===== config.mk =====
export PLATFORM = sky130hd
export DESIGN_NAME = hybrid_log_approx_multiplier
export DESIGN_NICKNAME = d
export VERILOG_FILES = /design/src/hdl/hlam_pkg.sv /design/src/hdl/hybrid_log_approx_multiplier.sv /design/src/hdl/hlam_recode.sv
export SDC_FILE = /design/constraint.sdc
export NUM_CORES = 1
export LEC_CHECK = 0
export ABC_CLOCK_PERIOD_IN_PS = 6900
export BUFFER_PORTS_ARGS = -buffer_cell sky130_fd_sc_hd__buf_4
export CORE_MARGIN = 3
export CORE_UTILIZATION = 25
export DETAILED_ROUTE_END_ITERATION = 7
export PLACE_DENSITY = 0.52
export SLEW_MARGIN = 20
export SYNTH_ARGS = -nofsm -noshare
export SYNTH_HDL_FRONTEND = slang
export SYNTH_SLANG_ARGS = --single-unit

===== constraint.sdc =====
create_clock -name clk -period 6.9 [get_ports clk]
set_input_delay 1.38 -clock clk [delete_from_list [all_inputs] [get_ports clk]]
set_output_delay 1.38 -clock clk [all_outputs]
set_load 0.1 [all_outputs]

===== src/hdl/hlam_pkg.sv =====
// Shared types, constants and helper functions of the hybrid log approximate multiplier.
`default_nettype none

package hlam_pkg;

	// Operand width used when the top level is not given one
	localparam int OPERAND_W_DEF = 16;
	// Product width: every sum wraps at this width
	localparam int PROD_W = 32;
	// Signed low digit width; the digit stays within plus or minus 2^14
	localparam int DIGIT_W = 16;
	// Configuration register width
	localparam int CFG_W = 4;
	// Configuration index width
	localparam int CFG_IDX_W = 2;
	// Width of a leading-one position inside a product-wide word
	localparam int POS_W = 5;

	// Configuration reset values
	localparam logic [CFG_W-1:0] SPLIT_RST   = 4'd10;
	localparam logic [CFG_W-1:0] QUANT_X_RST = 4'd7;
	localparam logic [CFG_W-1:0] QUANT_Y_RST = 4'd8;

	// Configuration register indexes
	typedef enum logic [CFG_IDX_W-1:0] {
		CFG_SPLIT   = 2'd0,
		CFG_QUANT_X = 2'd1,
		CFG_QUANT_Y = 2'd2
	} cfg_idx_t;

	// Multiplicand split into exact high part and signed low digit
	typedef struct packed {
		logic signed [DIGIT_W-1:0] x0;
		logic [PROD_W-1:0]         x1;
	} recode_t;

	// Position of the highest set bit; zero when no bit is set
	function automatic logic [POS_W-1:0] lead_pos(input logic [PROD_W-1:0] v);
		logic [POS_W-1:0] p;
		p = '0;
		for (int i = 0; i < PROD_W; i++) begin
			if (v[i]) begin
				p = POS_W'(i);
			end
		end
		return p;
	endfunction

endpackage : hlam_pkg

`default_nettype wire


===== src/hdl/hybrid_log_approx_multiplier.sv =====
// The item valid bit passes through valid_s1, valid_s2 and valid_s3 into the result strobe done.
// Throughput: one item per cycle; busy stays low, the four register stages never stall.
// Depth per stage is set by the 32x32 high-part multiplier and the two leading-one encoders.
// Reset: arst_n clears the stage valid bits and loads split 10, quant_x 7, quant_y 8.
// Configuration must be written only while no item is in flight.
`default_nettype none

module hybrid_log_approx_multiplier
	import hlam_pkg::*;
#(
	parameter int OPERAND_WIDTH = OPERAND_W_DEF
) (
	input  wire logic                            clk,
	input  wire logic                            arst_n,
	input  wire logic                            start,
	output logic                                 busy,
	input  wire logic signed [OPERAND_WIDTH-1:0] multiplicand,
	input  wire logic signed [OPERAND_WIDTH-1:0] multiplier,
	output logic                                 done,
	output logic signed [PROD_W-1:0]             product,
	input  wire logic                            cfg_wr_en,
	input  wire logic [CFG_IDX_W-1:0]            cfg_index,
	input  wire logic [CFG_W-1:0]                cfg_data
);

	logic [CFG_W-1:0] split_q;
	logic [CFG_W-1:0] quant_x_q;
	logic [CFG_W-1:0] quant_y_q;

	// Configuration registers
	always_ff @(posedge clk or negedge arst_n) begin
		if (!arst_n) begin
			split_q   <= SPLIT_RST;
			quant_x_q <= QUANT_X_RST;
			quant_y_q <= QUANT_Y_RST;
		end else if (cfg_wr_en) begin
			case (cfg_index)
				CFG_SPLIT:   split_q   <= cfg_data;
				CFG_QUANT_X: quant_x_q <= cfg_data;
				CFG_QUANT_Y: quant_y_q <= cfg_data;
				default: ;
			endcase
		end
	end

	assign busy = 1'b0;

	// Stage 1: split the multiplicand, flag a zero operand
	recode_t rec_c;

	hlam_recode #(
		.OPERAND_WIDTH(OPERAND_WIDTH)
	) u_recode (
		.x    (multiplicand),
		.split(split_q),
		.rec  (rec_c)
	);

	logic                            valid_s1;
	recode_t                         rec_s1;
	logic signed [OPERAND_WIDTH-1:0] y_s1;
	logic                            zero_s1;

	always_ff @(posedge clk or negedge arst_n) begin
		if (!arst_n) begin
			valid_s1 <= 1'b0;
		end else begin
			valid_s1 <= start;
		end
	end

	always_ff @(posedge clk) begin
		rec_s1  <= rec_c;
		y_s1    <= multiplier;
		zero_s1 <= (multiplicand == '0) || (multiplier == '0);
	end

	// Stage 2: exact high product, magnitudes and leading-one positions
	logic [PROD_W-1:0]  y32;
	logic [PROD_W-1:0]  ya;
	logic [DIGIT_W-1:0] xa;
	logic               sx;
	logic               sy;
	logic               neg;
	logic [POS_W-1:0]   k1t;
	logic [POS_W-1:0]   k1;
	logic [POS_W-1:0]   k2t;
	logic [PROD_W-1:0]  x00;

	assign y32 = PROD_W'(y_s1);
	assign sy  = y_s1[OPERAND_WIDTH-1];
	assign sx  = rec_s1.x0[DIGIT_W-1];
	assign neg = sx ^ sy;
	assign xa  = sx ? ~rec_s1.x0 : rec_s1.x0;
	assign ya  = sy ? ~y32 : y32;
	assign k1t = lead_pos(PROD_W'(xa));
	assign k2t = lead_pos(ya);
	assign k1  = (k1t >= POS_W'(quant_x_q)) ? k1t : '0;
	assign x00 = PROD_W'(xa) - (PROD_W'(1) << k1);

	logic              valid_s2;
	logic [PROD_W-1:0] mult_s2;
	logic [PROD_W-1:0] xterm_s2;
	logic [PROD_W-1:0] yterm_s2;
	logic [POS_W-1:0]  k1_s2;
	logic [POS_W-1:0]  k2_s2;
	logic              b_en_s2;
	logic              lower_en_s2;
	logic              zero_s2;

	always_ff @(posedge clk or negedge arst_n) begin
		if (!arst_n) begin
			valid_s2 <= 1'b0;
		end else begin
			valid_s2 <= valid_s1;
		end
	end

	always_ff @(posedge clk) begin
		mult_s2     <= y32 * rec_s1.x1;
		xterm_s2    <= neg ? ~x00 : x00;
		yterm_s2    <= neg ? ~ya : ya;
		k1_s2       <= k1;
		k2_s2       <= k2t;
		b_en_s2     <= (k2t >= POS_W'(quant_y_q)) && (xa != '0);
		lower_en_s2 <= (rec_s1.x0 != '0);
		zero_s2     <= zero_s1;
	end

	// Stage 3: shift the exact part, form the logarithmic partial product
	logic [PROD_W-1:0] b_term;
	logic [PROD_W-1:0] a_term;

	// The correction weight and its shift by quant_y combine into one shift by k2
	assign b_term = b_en_s2 ? (xterm_s2 << k2_s2) : '0;
	assign a_term = yterm_s2 << k1_s2;

	logic              valid_s3;
	logic [PROD_W-1:0] exact_s3;
	logic [PROD_W-1:0] lower_s3;
	logic              zero_s3;

	always_ff @(posedge clk or negedge arst_n) begin
		if (!arst_n) begin
			valid_s3 <= 1'b0;
		end else begin
			valid_s3 <= valid_s2;
		end
	end

	always_ff @(posedge clk) begin
		exact_s3 <= mult_s2 << split_q;
		lower_s3 <= lower_en_s2 ? (b_term + a_term) : '0;
		zero_s3  <= zero_s2;
	end

	// Stage 4: final sum, drop everything on a zero operand
	logic              done_s4;
	logic [PROD_W-1:0] product_s4;

	always_ff @(posedge clk or negedge arst_n) begin
		if (!arst_n) begin
			done_s4 <= 1'b0;
		end else begin
			done_s4 <= valid_s3;
		end
	end

	always_ff @(posedge clk) begin
		product_s4 <= zero_s3 ? '0 : (exact_s3 + lower_s3);
	end

	assign done    = done_s4;
	assign product = product_s4;

`ifndef SYNTHESIS
	// Every item taken comes out as a result strobe
	assert property (@(posedge clk) disable iff (!arst_n)
		(start && !busy) |-> ##4 done)
		else $error("item lost in pipeline");

	// A result strobe only follows an item that was taken
	assert property (@(posedge clk) disable iff (!arst_n)
		done |-> $past(start, 4))
		else $error("result without item");

	// A zero operand yields a zero product
	assert property (@(posedge clk) disable iff (!arst_n)
		(start && (multiplicand == '0 || multiplier == '0)) |-> ##4 (product == '0))
		else $error("zero operand gave non-zero product");

	// A zero low digit contributes no partial product
	assert property (@(posedge clk) disable iff (!arst_n)
		(valid_s2 && !lower_en_s2) |=> (lower_s3 == '0))
		else $error("partial product on zero digit");
`endif

endmodule : hybrid_log_approx_multiplier

`default_nettype wire


===== src/hdl/hlam_recode.sv =====
// Splits the multiplicand into an exact high part and a signed low digit.
`default_nettype none

module hlam_recode
	import hlam_pkg::*;
#(
	parameter int OPERAND_WIDTH = OPERAND_W_DEF
) (
	input  wire logic signed [OPERAND_WIDTH-1:0] x,
	input  wire logic [CFG_W-1:0]                split,
	output recode_t                              rec
);

	// Wide enough to hold the split weight and the sign-extended operand
	localparam int XW = ((OPERAND_WIDTH > DIGIT_W) ? OPERAND_WIDTH : DIGIT_W) + 1;

	logic signed [XW-1:0] xe;
	logic signed [XW-1:0] xsh;
	logic signed [XW-1:0] x1f;
	logic [XW-1:0]        sd;
	logic [XW-1:0]        half;
	logic [XW-1:0]        u;
	logic [XW-1:0]        x0f;
	logic                 nonneg;
	logic                 adjust;

	// Take low bits and floor high part
	assign xe     = XW'(x);
	assign xsh    = xe >>> split;
	assign sd     = XW'(1) << split;
	assign half   = sd >> 1;
	assign u      = xe & (sd - XW'(1));
	assign nonneg = ~xe[XW-1];

	// Fold the digit into the symmetric range; a tie goes with the operand's sign
	assign adjust = (u != '0) && (nonneg ? (u > half) : (u >= half));
	assign x0f    = adjust ? (u - sd) : u;
	assign x1f    = xsh + XW'(adjust);

	assign rec.x0 = DIGIT_W'(x0f);
	assign rec.x1 = PROD_W'(x1f);

endmodule : hlam_recode

`default_nettype wire

Word level (Yosys, flattened, before mapping)
Cells that the tools add are included.
Widths: inputs -> output; s select.

word-level totals
  flip-flop bits (word level) = 272
  input port bits = 42
  output and inout port bits = 34

operators by class
  $add $sub $neg = 6
  multiply operators = 1
  magnitude comparators = 4
  equal/unequal tests = 2
  shifts and indexed selects = 6
  multiplexer cells = 54
  bitwise operators = 6
  reduce and logical (&&, ||, !) cells = 12

operators by type and width
  cell                   count
  $mux 5                 45
  $mux 32                4
  $not 32->32            3
  $add 32x32->32         2
  $shl 32x5->32          2
  $logic_not 16->1       2
  $mul 16x17->32         1
  $mux 16                2
  $reduce_bool 16->1     2
  $shl 1x5->32 const A   1
  $shl 32x4->32          1
  $sub 16x32->32         1
  $add 17x1->17          1
  $and 17x17->17         1
  $ge 17x16->1           1
  $gt 17x16->1           1
  $reduce_bool 17->1     1
  $shl 1x4->17 const A   1
  $sshr 16x4->17         1
  $sub 17x1->17 const B  1
  $not 16->16            1
  $sub 16x16->16         1
  $ge 5x4->1             2
  $reduce_and 2->1       3
  7 further kinds        10

Longest topological paths before layout
  word-level depth = 35
  mapped depth = 34
  depth with buffers taken out = 29

Cells and area by module
Synthesis repeated with hierarchy kept, for this count alone.

unflattened totals
  cell total of the unflattened synthesis = 3432
  area total of the unflattened synthesis = 29408.2 µm²

modules (own cells, without submodules)
  module                        times used  cells each  area each (µm²)  seq. area each (µm²)
  hybrid_log_approx_multiplier  1           2998        26436.6          5452.7
  hlam_recode                   1           434         2971.6           0.0

Least setup slack after synthesis
Ideal clock, no wire load.

  path kind = register to register
  start = register rec_s1[47] (netlist bit)
  end = register xterm_s2[15]
  data arrival time = 6.286 ns
  data required time = 6.754 ns
  slack = 0.467 ns
  stages on the path, launching flop included = 29
  period minus slack after synthesis = 6.433 ns
  path through = dfxtp_1 > clkbuf_1 > clkbuf_1 > clkbuf_1 > inv_1 > ha_1 > a21o_1 > ha_1 > nand2b_1 > a21o_1 > a21o_1 > a21oi_1 > nand2b_1 > inv_1 > nor2_1 > nand2_1 > ha_1 > nor2b_1 > o21ai_1 > a21boi_1 > o211ai_1 > a21oi_1 > o31a_1 > a31o_2 > a21o_1 > a21o_1 > clkbuf_1 > ha_1 > xor2_1

on the way
  cells in the longest elaborated chain, start to end = 22

ends and longest elaborated chain
  item                      line                                 text
  start: declaration        hybrid_log_approx_multiplier.sv:60   recode_t rec_s1;
  start signal: assignment  hybrid_log_approx_multiplier.sv:73   rec_s1 <= rec_c;
  $mux 16 *                 hybrid_log_approx_multiplier.sv:94   assign xa = sx ? ~rec_s1.x0 : rec_s1.x0;
  $mux 1                    hlam_pkg.sv:42                       if (v[i]) begin
  $mux 5 (13 in series)     hlam_pkg.sv:42
  $mux 5 *                  hlam_pkg.sv:42
  $ge 5x4->1                hybrid_log_approx_multiplier.sv:98   assign k1 = (k1t >= POS_W'(quant_x_q)) ? k1t : '0;
  $mux 5 *                  hybrid_log_approx_multiplier.sv:98
  via k1[3]                 hybrid_log_approx_multiplier.sv:86   logic [POS_W-1:0] k1;
  $shl 1x5->32 *            hybrid_log_approx_multiplier.sv:99   assign x00 = PROD_W'(xa) - (PROD_W'(1) << k1);
  $sub 16x32->32 *          hybrid_log_approx_multiplier.sv:99
  $not 32->32               hybrid_log_approx_multiplier.sv:121  xterm_s2 <= neg ? ~x00 : x00;
  $mux 32 *                 hybrid_log_approx_multiplier.sv:121
  end signal: assignment    hybrid_log_approx_multiplier.sv:121
  end: declaration          hybrid_log_approx_multiplier.sv:103  logic [PROD_W-1:0] xterm_s2;

The timed path passes the listed nets; every way through them passes the cells marked *.
A chain may end at the register's enable or synchronous reset.

Worst setup path in the final report
  start = register y_s1[7]
  end = register mult_s2[31]

on the way
  cells in the longest elaborated chain, start to end = 1

ends and longest elaborated chain
  item                      line                                 text
  start: declaration        hybrid_log_approx_multiplier.sv:61   logic signed [OPERAND_WIDTH-1:0] y_s1;
  start signal: assignment  hybrid_log_approx_multiplier.sv:74   y_s1 <= multiplier;
  $mul 16x17->32            hybrid_log_approx_multiplier.sv:120  mult_s2 <= y32 * rec_s1.x1;
  end signal: assignment    hybrid_log_approx_multiplier.sv:120
  end: declaration          hybrid_log_approx_multiplier.sv:102  logic [PROD_W-1:0] mult_s2;

Every way passes these cells.

==> impl_metrics.ini <==
[clocking]
hold_buffers = 0
cts_max_level = 1
cts.clk_slew.worst_paths_ns = 0.07
cts_root_buf = clkbuf_16
cts_resized = 0
post_cts_buffers = 0
clkLatencyLatePin_ns = 0.61
clock_sinks = 253
cts_buffers = 31
clockBufferDepth = 3
cts_tree = yes

[detailed_routing]
viasPerCell = 4.622
drt_iter0_markers = 1416
dr_total_vias = 21002
ant_nets = 0
drt_wl_total_um = 75090
drcViolationCount = 0
routedWlPerCell_um = 16.52
drtPass1Iterations = 5

[layout]
fillers = 11414
antenna_cells = 0
nNetsFinal = 3626
final_cell_mix = inv_1, nand2_1, fa_1
register_area_sq_um = 5161
final_util_pct = 28.26
multi_input_area_sq_um = 20050
syn2layout_area_growth_pct = 11.76
instances_no_fill = 4544
drive_above_1_share_pct = 9.647
layout_commonest_cell = inv_1

[setup_path]
worst-setup-path-type = flip-flop to flip-flop
path_max_fanout = 13
critical_path_required_ns = 7.38
cp-end-kind = flip-flop
worstReg2RegStart = y_s1[7]$_DFF_P_
startpoint_type = flip-flop
reg2reg_slack_ns = 0.40
r2r_end = mult_s2[31]$_DFF_P_
rr_worst_depth = 19
cp.arrival_ns = 6.98

[placement]
io_buffers = 74
dp.cells = 4487
routabilityCongestion = 0.8507
hpwl_um = 61620

[floorplan]
die_area_sq_um = 112600
rows = 120
core_sq_um = 107400
fp.dieW_um = 335.5
num_io_pins = 76
die_h_um = 335.5
start_util_pct = 25.28

[hold_path]
holdPathStages = 0
hold_path.class = flip-flop to flip-flop
worstHoldStart = zero_s2$_DFF_P_
hold_path_end = zero_s3$_DFF_P_

[sta]
maxSlewHeadroom_pct = 39.86
maxSlewViolCount = 0
rsz0062_at_grt = no
fmaxAchievable_mhz = 153.8
fin_skew_ns = 0.02574
tns_ns = 0
post-route-period-util_pct = 94.24
hold_violations = 0
tightest_slew_ns = 0.9021
fin_crit_ns = 6.502
setup_viol = 0

[global_route]
track_usage_pct = 13.12
antenna_found_initial = 3
grt_max_degree = 77
grtUsageMet2_pct = 19.74
use_met3_pct = 1.333
grt_pass1_vias = 20730
globalRouteMet1Util_pct = 20.31
top_usage_layer = met1
grt_pass1_wl_um = 119200
grt_overflow = 0

[synthesis]
synth_mux_area_share_pct = 8.754
ys_seq_area_share_pct = 18.98
synth_compound_area_share_pct = 13.79
synth_xor_area_share_pct = 5.421
synthAdderAreaFrac_pct = 29.08
synth.distinct_cells = 100
yosys.area_share.simple_pct = 16.66
syn_area_sq_um = 27140
synth-async-reset-ratio_pct = 6.324
netlist_instances = 3106
synth-seq-cells = 253
synth_top_family_by_area = adder cells
avgSynthCellArea_sq_um = 8.739
synth_nets = 3615
ys.flop_type = dfxtp_1
yosysWarningCount = 0
synth-edff-count = 0

[outcome]
status = completed

[run]
maxCapViolations = 0
cells in the mapped netlist, types with 18 or more instances:
cell type / instances / area share, %
inv_1: 354 / 4.9
nand2_1: 326 / 4.5
fa_1: 273 / 20
dfxtp_1: 237 / 17
nor2_1: 233 / 3.2
ha_1: 194 / 8.9
a21oi_1: 164 / 3.0
and2_1: 150 / 3.5
mux2i_1: 105 / 3.9
o21ai_0: 101 / 1.9
clkbuf_1: 96 / 1.3
xnor2_1: 93 / 3.0
xor2_1: 75 / 2.4
a21o_1: 50 / 1.4
nor3_1: 43 / 0.79
nand3_1: 40 / 0.74
o21a_1: 37 / 1.0
nand2b_1: 36 / 0.83
mux4_2: 35 / 2.9
mux2_2: 34 / 1.4
a211oi_1: 32 / 0.89
nor2b_1: 31 / 0.71
buf_1: 26 / 0.36
o21ai_1: 25 / 0.46
a31oi_1: 20 / 0.46
buf_2: 18 / 0.33
metal layers:
metal	up-vias	wire, um	part of all wire (%)
met5	-	0	0
met1	10103	39200	52
met3	72	3282	4.4
met2	468	31360	42
met4	0	1242	1.7
li1	10359	-	-
cell families after synthesis:
kind of cell / count (synthesis)
fa+ha+maj: 467
other cells: 2
flops: 253
buf+inv: 506
compound gates: 574
mux: 182
xor+xnor: 168
simple gates: 954
through the flow:
step	cell area (sq um)	hold slack, ns	worst slack (ns)
CTS	30330	0.3269	0.3001
floorplan	27140	0.3096	0.4673
global route	30330	0.3333	0.007226
detailed placement	29250	0.3132	0.2916
global placement	29250	0.3104	0.3285
finish	30330	0.3260	0.3976
state kept, by name, indices dropped and copies added, names as in the netlist, 4 cells and up:
signal,flops
quant_x_q,4
split_q,4
yterm_s2,16
exact_s3,32
product,32
lower_s3,32
rec_s1,33
y_s1,16
k1_s2,4
quant_y_q,4
xterm_s2,31
mult_s2,32
k2_s2,4
worst max-delay path: stages (launching register included):
cell,delay (ns)
dfxtp_1,0.63
buf_4,0.30
nand2_1,0.10
fa_1,0.59
fa_1,0.46
fa_1,0.65
fa_1,0.46
fa_1,0.49
inv_1,0.05
fa_1,0.43
ha_1,0.34
and3_1,0.17
and3_1,0.18
a221o_1,0.41
a2111oi_4,0.42
o31a_2,0.25
o21a_2,0.15
o21ai_1,0.08
a21oi_2,0.15
xnor2_1,0.07
final cells by class:
cell class,count,area share [%]
Multi-Input combinational cell,2347,66.09
Clock buffer,38,2.743
Timing Repair Buffer,125,3.094
Inverter,359,4.442
Tap cell,1403,5.787
Clock inverter,19,0.8291
Sequential cell,253,17.01
how the worst max path moves through the flow:
stage                             startpoint              endpoint  slack [ns]  cells after the start
after detailed placement     y_s1[2]$_DFF_P_   mult_s2[24]$_DFF_P_        0.29                     21
after floorplan           rec_s1[47]$_DFF_P_  xterm_s2[15]$_DFF_P_        0.47                     28
after CTS                    y_s1[2]$_DFF_P_   mult_s2[24]$_DFF_P_        0.30                     21
final                        y_s1[7]$_DFF_P_   mult_s2[31]$_DFF_P_        0.40                     19
after global routing         y_s1[5]$_DFF_P_   mult_s2[24]$_DFF_P_       0.007                     21
after global placement       y_s1[2]$_DFF_P_   mult_s2[24]$_DFF_P_        0.33                     21
Power is left out: the tool's default activity adds up to more than one toggle a clock period on the data nets, which glitch-free logic cannot reach.
